**config.mk**
```make
export PLATFORM = sky130hd
export DESIGN_NAME = argb_pixel_to_hsv_core
export DESIGN_NICKNAME = d
export VERILOG_FILES = /design/src/hw/rtl/aphsv_pkg.sv /design/src/hw/rtl/argb_pixel_to_hsv_core.sv
export SDC_FILE = /design/constraint.sdc
export NUM_CORES = 2
export LEC_CHECK = 0
export BUFFER_PORTS_ARGS = -buffer_cell sky130_fd_sc_hd__buf_2
export CAP_MARGIN = 15
export CORE_MARGIN = 2
export CORE_UTILIZATION = 62
export CTS_CLUSTER_DIAMETER = 200
export DETAILED_ROUTE_END_ITERATION = 16
export PLACE_DENSITY_LB_ADDON = 0.1
export SETUP_SLACK_MARGIN = 0.4
export SYNTH_ARGS = -nofsm -noshare
export SYNTH_HDL_FRONTEND = slang
export SYNTH_SLANG_ARGS = --single-unit
```
**constraint.sdc**
```tcl
create_clock -name clk_i -period 6.7 [get_ports clk_i]
set_input_delay 0.335 -clock clk_i [delete_from_list [all_inputs] [get_ports clk_i]]
set_output_delay 0.335 -clock clk_i [all_outputs]
set_load 0.005 [all_outputs]
```
**src/hw/rtl/aphsv_pkg.sv**
```systemverilog
// ----------------------------------------------------------------------------
// ARGB to HSV package
// Fixed-point settings, derived widths and shared types of the converter.
// ----------------------------------------------------------------------------
`default_nettype none

package aphsv_pkg;

  localparam int unsigned HUE_FRAC_BITS = 6;
  localparam int unsigned SAT_FRAC_BITS = 12;

  localparam int unsigned CH_W    = 8;
  localparam int unsigned ALPHA_W = 8;
  localparam int unsigned HUE_W   = 15;
  localparam int unsigned SAT_W   = 13;

  // one hue sector (60 degrees) in hue units
  localparam int unsigned SEG = 60 << HUE_FRAC_BITS;

  // quotient widths: hue quotient <= SEG, saturation quotient <= 2^SAT_FRAC_BITS
  localparam int unsigned QH_W = $clog2(SEG + 1);
  localparam int unsigned QS_W = SAT_FRAC_BITS + 1;
  localparam int unsigned QW   = (QH_W > QS_W) ? QH_W : QS_W;

  // remainder width shared by both dividers
  localparam int unsigned RW = CH_W + QW;

  // signed hue before wrap, range -SEG .. 5*SEG
  localparam int unsigned HS_W = $clog2(6 * SEG) + 1;

  typedef enum logic [1:0] {
    SectRed   = 2'd0,
    SectGreen = 2'd1,
    SectBlue  = 2'd2
  } hue_sector_e;

  typedef struct packed {
    logic [ALPHA_W-1:0] alpha;
    logic [CH_W-1:0]    brightness;
    hue_sector_e        sector;
    logic               neg;
    logic               gray;
  } side_t;

endpackage

`default_nettype wire

```
**src/hw/rtl/argb_pixel_to_hsv_core.sv**
```systemverilog
// ----------------------------------------------------------------------------
// ARGB pixel to HSV core
// Converts one packed ARGB pixel per clock to alpha, hue, saturation, value.
// ----------------------------------------------------------------------------
// Accepts one pixel every clock; busy_o is never raised. Each item leaves
// as a one-cycle valid_o strobe. The two restoring dividers (hue and
// saturation) run side by side and resolve one quotient bit per pipeline
// stage. The output cannot be stalled.
`default_nettype none

module argb_pixel_to_hsv_core (
  input  wire logic                           clk_i,
  input  wire logic                           rst_ni,
  input  wire logic                           start_i,
  output logic                                busy_o,
  input  wire logic [31:0]                    pixel_argb_i,
  output logic                                valid_o,
  output logic [aphsv_pkg::ALPHA_W-1:0]       alpha_o,
  output logic [aphsv_pkg::HUE_W-1:0]         hue_o,
  output logic [aphsv_pkg::SAT_W-1:0]         saturation_o,
  output logic [aphsv_pkg::CH_W-1:0]          brightness_o,
  output logic                                is_gray_o
);

  localparam int unsigned CW = aphsv_pkg::CH_W;
  localparam int unsigned QW = aphsv_pkg::QW;
  localparam int unsigned RW = aphsv_pkg::RW;
  localparam int unsigned HW = aphsv_pkg::HS_W;

  assign busy_o = 1'b0;

  // stage 1: unpacked channels
  logic                          s1_vld_q;
  logic [aphsv_pkg::ALPHA_W-1:0] s1_a_q;
  logic [CW-1:0]                 s1_r_q, s1_g_q, s1_b_q;

  always_ff @(posedge clk_i or negedge rst_ni) begin
    if (!rst_ni) begin
      s1_vld_q <= 1'b0;
    end else begin
      s1_vld_q <= start_i;
    end
  end

  always_ff @(posedge clk_i) begin
    s1_a_q <= pixel_argb_i[31:24];
    s1_r_q <= pixel_argb_i[23:16];
    s1_g_q <= pixel_argb_i[15:8];
    s1_b_q <= pixel_argb_i[7:0];
  end

  // stage 2: max, min, sector and hue difference
  logic [CW-1:0]           mx_d, mn_d, dlt_d, mag_d;
  logic signed [CW:0]      diff_d;
  aphsv_pkg::hue_sector_e  sect_d;

  always_comb begin
    mx_d = (s1_r_q > s1_g_q) ? ((s1_r_q > s1_b_q) ? s1_r_q : s1_b_q)
                             : ((s1_g_q > s1_b_q) ? s1_g_q : s1_b_q);
    mn_d = (s1_r_q < s1_g_q) ? ((s1_r_q < s1_b_q) ? s1_r_q : s1_b_q)
                             : ((s1_g_q < s1_b_q) ? s1_g_q : s1_b_q);
    dlt_d = mx_d - mn_d;
    if (s1_r_q >= mx_d) begin
      sect_d = aphsv_pkg::SectRed;
      diff_d = $signed({1'b0, s1_g_q}) - $signed({1'b0, s1_b_q});
    end else if (s1_g_q >= mx_d) begin
      sect_d = aphsv_pkg::SectGreen;
      diff_d = $signed({1'b0, s1_b_q}) - $signed({1'b0, s1_r_q});
    end else begin
      sect_d = aphsv_pkg::SectBlue;
      diff_d = $signed({1'b0, s1_r_q}) - $signed({1'b0, s1_g_q});
    end
    mag_d = diff_d[CW] ? CW'(-diff_d) : diff_d[CW-1:0];
  end

  logic             s2_vld_q;
  aphsv_pkg::side_t s2_side_q;
  logic [CW-1:0]    s2_dlt_q, s2_mag_q;

  always_ff @(posedge clk_i or negedge rst_ni) begin
    if (!rst_ni) begin
      s2_vld_q <= 1'b0;
    end else begin
      s2_vld_q <= s1_vld_q;
    end
  end

  always_ff @(posedge clk_i) begin
    s2_side_q.alpha      <= s1_a_q;
    s2_side_q.brightness <= mx_d;
    s2_side_q.sector     <= sect_d;
    s2_side_q.neg        <= diff_d[CW];
    s2_side_q.gray       <= (dlt_d == '0);
    s2_dlt_q             <= dlt_d;
    s2_mag_q             <= mag_d;
  end

  // divider pipeline: index 0 holds dividends, each stage resolves one bit
  logic             dv_vld_q  [QW+1];
  aphsv_pkg::side_t dv_side_q [QW+1];
  logic [RW-1:0]    rem_h_q   [QW+1];
  logic [RW-1:0]    rem_s_q   [QW+1];
  logic [CW-1:0]    den_h_q   [QW+1];
  logic [CW-1:0]    den_s_q   [QW+1];
  logic [QW-1:0]    quo_h_q   [QW+1];
  logic [QW-1:0]    quo_s_q   [QW+1];

  always_ff @(posedge clk_i or negedge rst_ni) begin
    if (!rst_ni) begin
      dv_vld_q[0] <= 1'b0;
    end else begin
      dv_vld_q[0] <= s2_vld_q;
    end
  end

  always_ff @(posedge clk_i) begin
    dv_side_q[0] <= s2_side_q;
    rem_h_q[0]   <= RW'(aphsv_pkg::SEG) * RW'(s2_mag_q);
    rem_s_q[0]   <= RW'(s2_dlt_q) << aphsv_pkg::SAT_FRAC_BITS;
    den_h_q[0]   <= s2_dlt_q;
    den_s_q[0]   <= s2_side_q.brightness;
    quo_h_q[0]   <= '0;
    quo_s_q[0]   <= '0;
  end

  for (genvar k = 0; k < QW; k++) begin : g_div
    localparam int unsigned BIT = QW - 1 - k;
    logic [RW-1:0] sub_h, sub_s;
    logic          ge_h, ge_s;

    assign sub_h = RW'(den_h_q[k]) << BIT;
    assign sub_s = RW'(den_s_q[k]) << BIT;
    assign ge_h  = (rem_h_q[k] >= sub_h);
    assign ge_s  = (rem_s_q[k] >= sub_s);

    always_ff @(posedge clk_i or negedge rst_ni) begin
      if (!rst_ni) begin
        dv_vld_q[k+1] <= 1'b0;
      end else begin
        dv_vld_q[k+1] <= dv_vld_q[k];
      end
    end

    always_ff @(posedge clk_i) begin
      dv_side_q[k+1] <= dv_side_q[k];
      den_h_q[k+1]   <= den_h_q[k];
      den_s_q[k+1]   <= den_s_q[k];
      rem_h_q[k+1]   <= ge_h ? (rem_h_q[k] - sub_h) : rem_h_q[k];
      rem_s_q[k+1]   <= ge_s ? (rem_s_q[k] - sub_s) : rem_s_q[k];
      quo_h_q[k+1]   <= quo_h_q[k] | (QW'(ge_h) << BIT);
      quo_s_q[k+1]   <= quo_s_q[k] | (QW'(ge_s) << BIT);
    end
  end

  // output stage: sector offset, sign and wrap
  aphsv_pkg::side_t     fin_side;
  logic signed [HW-1:0] q_h, off_h, hue_s, hue_w;

  assign fin_side = dv_side_q[QW];

  always_comb begin
    q_h = HW'(quo_h_q[QW][aphsv_pkg::QH_W-1:0]);
    unique case (fin_side.sector)
      aphsv_pkg::SectRed:   off_h = '0;
      aphsv_pkg::SectGreen: off_h = HW'(2 * aphsv_pkg::SEG);
      aphsv_pkg::SectBlue:  off_h = HW'(4 * aphsv_pkg::SEG);
      default:              off_h = '0;
    endcase
    hue_s = fin_side.neg ? (off_h - q_h) : (off_h + q_h);
    hue_w = hue_s[HW-1] ? (hue_s + HW'(6 * aphsv_pkg::SEG)) : hue_s;
  end

  always_ff @(posedge clk_i or negedge rst_ni) begin
    if (!rst_ni) begin
      valid_o <= 1'b0;
    end else begin
      valid_o <= dv_vld_q[QW];
    end
  end

  always_ff @(posedge clk_i) begin
    alpha_o      <= fin_side.alpha;
    brightness_o <= fin_side.brightness;
    is_gray_o    <= fin_side.gray;
    if (fin_side.gray) begin
      hue_o        <= '0;
      saturation_o <= '0;
    end else begin
      hue_o        <= aphsv_pkg::HUE_W'(unsigned'(hue_w));
      saturation_o <= aphsv_pkg::SAT_W'(quo_s_q[QW][aphsv_pkg::QS_W-1:0]);
    end
  end

endmodule

`default_nettype wire
```
**Yosys cells after proc, flatten, opt, wreduce, memory -nomap -nowiden**

Memory sizes are Yosys's and may differ from the RTL's. A register that Yosys moved wholly into a read port is not among the register bits.
Index checks and enable logic that the tools add are counted.

- Register bits: 117
- Latch bits: 0
- RAM bits: 1456
- Bits in read-only memories: 0
- Input port bits: 35
- Output and inout port bits: 47
- Logic and storage cells: 176
- Memories: 7

- Add/subtract/negate cells: 34
- Multiply operators: 1
- Divide/modulo/power cells: 0
- Magnitude comparators: 34
- Equality and inequality tests: 2
- Shifts and indexed selects: 0
- Mux-type cells: 39
- Bitwise logic cells: 26
- Reductions and logical operators: 1

Memory list:

| memory | depth | bits a word | rd ports | clocked after memory_dff | wr ports | RTL line | source |
|---|---|---|---|---|---|---|---|
| rem_h_q | 14 | 21 | 13 | 0 | 14 | argb_pixel_to_hsv_core.sv:101 | `logic [RW-1:0] rem_h_q [QW+1];` |
| rem_s_q | 14 | 21 | 13 | 0 | 14 | argb_pixel_to_hsv_core.sv:102 | `logic [RW-1:0] rem_s_q [QW+1];` |
| dv_side_q | 14 | 20 | 14 | 0 | 14 | argb_pixel_to_hsv_core.sv:100 | `aphsv_pkg::side_t dv_side_q [QW+1];` |
| quo_h_q | 14 | 13 | 14 | 0 | 14 | argb_pixel_to_hsv_core.sv:105 | `logic [QW-1:0] quo_h_q [QW+1];` |
| quo_s_q | 14 | 13 | 14 | 1 | 14 | argb_pixel_to_hsv_core.sv:106 | `logic [QW-1:0] quo_s_q [QW+1];` |
| den_h_q | 14 | 8 | 13 | 0 | 14 | argb_pixel_to_hsv_core.sv:103 | `logic [CW-1:0] den_h_q [QW+1];` |
| 1 more memories | -- | -- | -- | -- | -- | -- |  |

Operators with widths:

| cell | count |
|---|---|
| two-way mux 21 bit | 26 |
| two-way mux 8 bit | 7 |
| >= comparator 21 x 10 -> 1 bit | 2 |
| >= comparator 21 x 11 -> 1 bit | 2 |
| >= comparator 21 x 12 -> 1 bit | 2 |
| >= comparator 21 x 13 -> 1 bit | 2 |
| >= comparator 21 x 14 -> 1 bit | 2 |
| >= comparator 21 x 15 -> 1 bit | 2 |
| >= comparator 21 x 16 -> 1 bit | 2 |
| >= comparator 21 x 17 -> 1 bit | 2 |
| >= comparator 21 x 18 -> 1 bit | 2 |
| >= comparator 21 x 19 -> 1 bit | 2 |
| >= comparator 21 x 20 -> 1 bit | 2 |
| >= comparator 21 x 8 -> 1 bit | 2 |
| >= comparator 21 x 9 -> 1 bit | 2 |
| subtractor 21 x 10 -> 21 bit | 2 |
| subtractor 21 x 11 -> 21 bit | 2 |
| subtractor 21 x 12 -> 21 bit | 2 |
| subtractor 21 x 13 -> 21 bit | 2 |
| subtractor 21 x 14 -> 21 bit | 2 |
| subtractor 21 x 15 -> 21 bit | 2 |
| subtractor 21 x 16 -> 21 bit | 2 |
| subtractor 21 x 17 -> 21 bit | 2 |
| subtractor 21 x 18 -> 21 bit | 2 |
| 35 further kinds | 60 |

**Logic depth before layout (Yosys ltp)**

- Depth after elaboration: 8
- Gate-level depth with buffers: 23
- Mapped depth without buffers: 22

**Worst setup path after synthesis**

OpenSTA, ideal clock, no wires.

- Path kind: register to register
- Start: register s1_r_q[6]
- End: register s2_mag_q[7]
- Library setup time: 122 ps
- Data arrival time: 4532 ps
- Required time: 6578 ps
- Slack: 2045 ps
- Stages on the path, launching flop included: 21
- Path buffers: 2
- Clock period less this slack: 4655 ps
- Path through: dfxtp_1 -> inv_1 -> ha_1 -> a21o_1 -> a221o_1 -> or2_4 -> or3_4 -> o21ai_0 -> o21a_1 -> ha_1 -> nand2b_1 -> nor3_1 -> o31a_1 -> o311a_1 -> o31a_1 -> clkbuf_1 -> clkbuf_1 -> o21ai_0 -> o22ai_1 -> a41oi_1 -> xnor2_1

- Word-level cells in the longest chain between the ends: 8
- Elaborated cells on any way between the ends: 12
- Classes of those cells: 3 x add/sub; 4 x order compare; 5 x mux

RTL lines:

| item | RTL line | source |
|---|---|---|
| start: declaration | argb_pixel_to_hsv_core.sv:35 | `logic [CW-1:0] s1_r_q, s1_g_q, s1_b_q;` |
| start signal: assignment | argb_pixel_to_hsv_core.sv:47 | `s1_r_q <= pixel_argb_i[23:16];` |
| greater-than comparator 8 bit | argb_pixel_to_hsv_core.sv:58 | `mx_d = (s1_r_q > s1_g_q) ? ((s1_r_q > s1_b_q) ? s1_r_q : s1_b_q)` |
| two-way mux 8 bit | argb_pixel_to_hsv_core.sv:58 |  |
| two-way mux 8 bit * | argb_pixel_to_hsv_core.sv:58 |  |
| net mx_d[0] | argb_pixel_to_hsv_core.sv:53 | `logic [CW-1:0] mx_d, mn_d, dlt_d, mag_d;` |
| >= comparator 8 bit | argb_pixel_to_hsv_core.sv:66 | `end else if (s1_g_q >= mx_d) begin` |
| two-way mux 9 bit | argb_pixel_to_hsv_core.sv:66 |  |
| two-way mux 9 bit * | argb_pixel_to_hsv_core.sv:63 | `if (s1_r_q >= mx_d) begin` |
| negator 8 bit | argb_pixel_to_hsv_core.sv:73 | `mag_d = diff_d[CW] ? CW'(-diff_d) : diff_d[CW-1:0];` |
| two-way mux 8 bit * | argb_pixel_to_hsv_core.sv:73 |  |
| net mag_d[7] | argb_pixel_to_hsv_core.sv:53 |  |
| end signal: assignment | argb_pixel_to_hsv_core.sv:95 | `s2_mag_q <= mag_d;` |
| end: declaration | argb_pixel_to_hsv_core.sv:78 | `logic [CW-1:0] s2_dlt_q, s2_mag_q;` |

The timed path passes the listed nets; every way through them passes the cells marked *.
A chain may end at the register's enable or synchronous reset.

**Worst setup path in the final report**

- Start: register s1_g_q[1]
- End: register s2_mag_q[6]

- Word-level cells in the longest chain between the ends: 8
- Elaborated cells on any way between the ends: 12
- Classes of those cells: 3 x add/sub; 4 x order compare; 5 x mux

RTL lines:

| item | RTL line | source |
|---|---|---|
| start: declaration | argb_pixel_to_hsv_core.sv:35 |  |
| start signal: assignment | argb_pixel_to_hsv_core.sv:48 | `s1_g_q <= pixel_argb_i[15:8];` |
| greater-than comparator 8 bit | argb_pixel_to_hsv_core.sv:59 | `: ((s1_g_q > s1_b_q) ? s1_g_q : s1_b_q);` |
| two-way mux 8 bit | argb_pixel_to_hsv_core.sv:59 |  |
| two-way mux 8 bit | argb_pixel_to_hsv_core.sv:58 |  |
| >= comparator 8 bit | argb_pixel_to_hsv_core.sv:66 |  |
| two-way mux 9 bit | argb_pixel_to_hsv_core.sv:66 |  |
| two-way mux 9 bit * | argb_pixel_to_hsv_core.sv:63 |  |
| net diff_d[0] | argb_pixel_to_hsv_core.sv:54 | `logic signed [CW:0] diff_d;` |
| negator 8 bit * | argb_pixel_to_hsv_core.sv:73 |  |
| two-way mux 8 bit * | argb_pixel_to_hsv_core.sv:73 |  |
| net mag_d[6] | argb_pixel_to_hsv_core.sv:53 |  |

Marks and branches as above.

==> flow_summary.yaml <==
detailed_routing:
  vias_per_cell: 5.23
  wl_per_cell_um: 14.9
  drtIter0Drc: 1140
  ant_nets: 0
  dr.pass1.iters: 5
  num_vias: 24631
  drc_errors: 0
  wl_um: 70200
grt:
  grt_max_degree: 30
  grt_pass1_wl_um: 116000
  grt_pass1_vias: 25156
  overflow: 0
  track_usage: 0.222
  antenna_found_initial: 0
synth:
  async_flop_share: 0.0161
  synth_edf_count: 0
  ys_types: 79
  ys_seq_elements: 1053
  ys_warn_count: 0
  syn_nets: 4005
  synth_flop_cell: "dfxtp_1"
  synth_cells: 3652
  syn_area_per_cell_sq_um: 10.5
  ys_seq_area_frac: 0.552
  synth_area_sq_mm: 0.0383
critical_path:
  arrival_ns: 6.07
  crit_path_end_kind: "register"
  crit_type: "reg -> reg"
  start_kind: "register"
  r2r_slack_ns: 1.20
  crit_required_ns: 7.27
  crit_fanout: 17
clock_network:
  cts_buffer_depth: 3
  root_buffer: "clkbuf_16"
  cts_sinks: 1053
  clk_pin_slew_worst_paths_ns: 0.07
  clkLatencyLatePin_ns: 0.66
  cts_setup_buffers: 0
  cts_buffers: 100
  tritoncts: "built"
  htreeDepth: 3
sta:
  finalCritPeriodShare: 0.821
  period_needed_ns: 5.50
  rsz0062_at_grt: "false"
  slew-limit-headroom: 0.271
  fmax_ghz: 0.182
  drv_slew: 0
  finalSetupViolations: 0
  max_slew.worst_pin.slew_ns: 1.09
  fin_skew_ns: 0.0197
  hold_violations: 0
  final.setup.tns_ns: 0
hold_path:
  hold_class: "in -> async"
floorplan:
  die_x_um: 253
  die_area_sq_mm: 0.0638
  start_util: 0.624
  die_h_um: 253
  coreArea_sq_mm: 0.0614
  pin_count: 82
  row_count: 91
layout:
  area_delta_synth_final_pct: 13.8
  most-common-layout-cells: "dfxtp_1, inv_1, ha_1, nor2_1, nand2_1"
  layout_commonest_cell: "dfxtp_1"
  drive_above_1_share: 0.0748
  layout.nets: 4190
outcome:
  status: "finished, final reports clean"
pwr:
  p_total_mw: 26.2
  p_per_area_mw_per_mm2: 601
  leakage_nw: 20.0
  vdd_drop_max_v: 0.000955
run:
  max_cap_viol_count: 0
place:
  gp_congestion: 0.880
  port_buffers: 80
  dp_hpwl_um: 51500
[cell families after synthesis]
group | synth area share
other cells | 0.0000979
buf+inv | 0.0400
fa+ha+maj | 0.112
simple gates | 0.118
mux | 0.00493
flops | 0.552
compound gates | 0.109
xor+xnor | 0.0638
[final timing paths]
check / start / end / cells past startpoint
worst max-delay path: s1_g_q[1]$_DFF_P_ / s2_mag_q[6]$_DFF_P_ / 22
worst min-delay path: rst_ni / dv_vld_q[1]$_DFF_PN0_ / 2
worst max register to register: s1_g_q[1]$_DFF_P_ / s2_mag_q[6]$_DFF_P_ / 22
worst min register to register: quo_s_q[10][5]$_DFF_P_ / quo_s_q[11][5]$_DFF_P_ / 0
max in group asynchronous: rst_ni / dv_vld_q[10]$_DFF_PN0_ / 2
min in group clk_i: pixel_argb_i[31] / s1_a_q[7]$_DFF_P_ / 2
[layer usage]
layer | share of wire | GRT usage | wire (um)
met1 | 0.43 | 0.250 | 30000
met2 | 0.51 | 0.416 | 35600
met3 | 0.034 | 0.0355 | 2390
met4 | 0.032 | 0.0876 | 2240
met5 | 0 | 0 | 0
[registers in the layout (all words and copies together) (netlist names), 13 cells and up]
| name | flops |
|---|---|
| rem_s_q | 174 |
| quo_s_q | 91 |
| den_s_q | 93 |
| saturation_o | 13 |
| dv_vld_q | 14 |
| quo_h_q | 78 |
| rem_h_q | 196 |
| den_h_q | 104 |
| dv_side_q | 187 |
| s2_side_q | 20 |
| hue_o | 15 |
[worst max-delay path: stages, from the launching register on]
cell and delay [ns]:
dfxtp_1 0.53, inv_1 0.24, ha_1 0.34, nor2b_1 0.17, o21bai_1 0.12, and3_1 0.25
nor2_1 0.38, o21ai_0 0.18, buf_4 0.20, o21ai_0 0.43, ha_1 0.34, a21oi_1 0.13
nor2b_1 0.05, o21ai_0 0.13, nand2b_1 0.07, a21oi_1 0.17, o31a_1 0.58, o21ai_0 0.19
o22ai_1 0.27, inv_1 0.08, ha_1 0.23, a41oi_1 0.19, xnor2_1 0.14
[layout make-up]
cell class	instances	area, sq um
multi-input combinational	2192	15600
antenna	1	2.50
clock inverter	55	802
clock buffer	129	2800
timing repair buffer	123	808
sequential	1053	21200
inverter	367	1380
fill	4278	17800
tap	790	988
[through the flow]
step                       util  instances  hold WS, ns  setup slack (ns)  cell area [sq um]
after floorplan               -       3652       0.0394              2.05              38300
after global placement    0.646       4490        0.250              1.08              39600
after detailed placement  0.646       4490        0.269              1.03              39600
after CTS                 0.710       4708        0.107             0.981              43600
after global routing      0.710       4709        0.173             0.539              43600
final                     0.710       4710        0.146              1.20              43600
[power by group]
| part | switching (mW) | internal (mW) |
|---|---|---|
| Combinational | 5.40 | 4.75 |
| Clock | 2.37 | 3.57 |
| Sequential | 1.42 | 8.67 |
[Yosys cell counts, types with 5 or more instances]
library cell	instances	area share
mux2i_1	11	0.0029
nor4_1	47	0.0077
or4_1	12	0.0024
nor3_1	66	0.0086
xor2_1	128	0.029
o22ai_1	7	0.0011
dfrtp_1	17	0.011
a2111oi_0	6	0.0014
nand3_1	44	0.0057
or2_2	5	0.00082
a21o_1	112	0.022
a211oi_1	8	0.0016
nand2_1	236	0.023
inv_1	364	0.036
nand4_1	36	0.0059
xnor2_1	151	0.035
and2_1	24	0.0039
nand2b_1	64	0.010
o21ai_0	189	0.025
nor2_1	238	0.023
o21a_1	13	0.0025
o22a_1	6	0.0014
clkbuf_1	38	0.0037
nand3b_1	8	0.0016
o21bai_1	15	0.0029
or3_1	24	0.0039
o41ai_1	5	0.0011
dfxtp_1	1036	0.54
a21boi_0	26	0.0051
and3_1	14	0.0023
fa_1	41	0.021
a32oi_1	8	0.0018
o211ai_1	6	0.0012
a21oi_1	163	0.021
ha_1	277	0.090
nor2b_1	76	0.012
a31oi_1	7	0.0011
o31ai_1	45	0.0088
mux2_2	7	0.0021
[what timing repair did]
item / in CTS / in global routing
resized for setup: 0 / 1
hold buffers: 34 / 0
setup endpoints to repair: 0 / 2
endpoints found under the hold margin: 50 / 0
No activity file was read; power rests on OpenSTA's default activity.
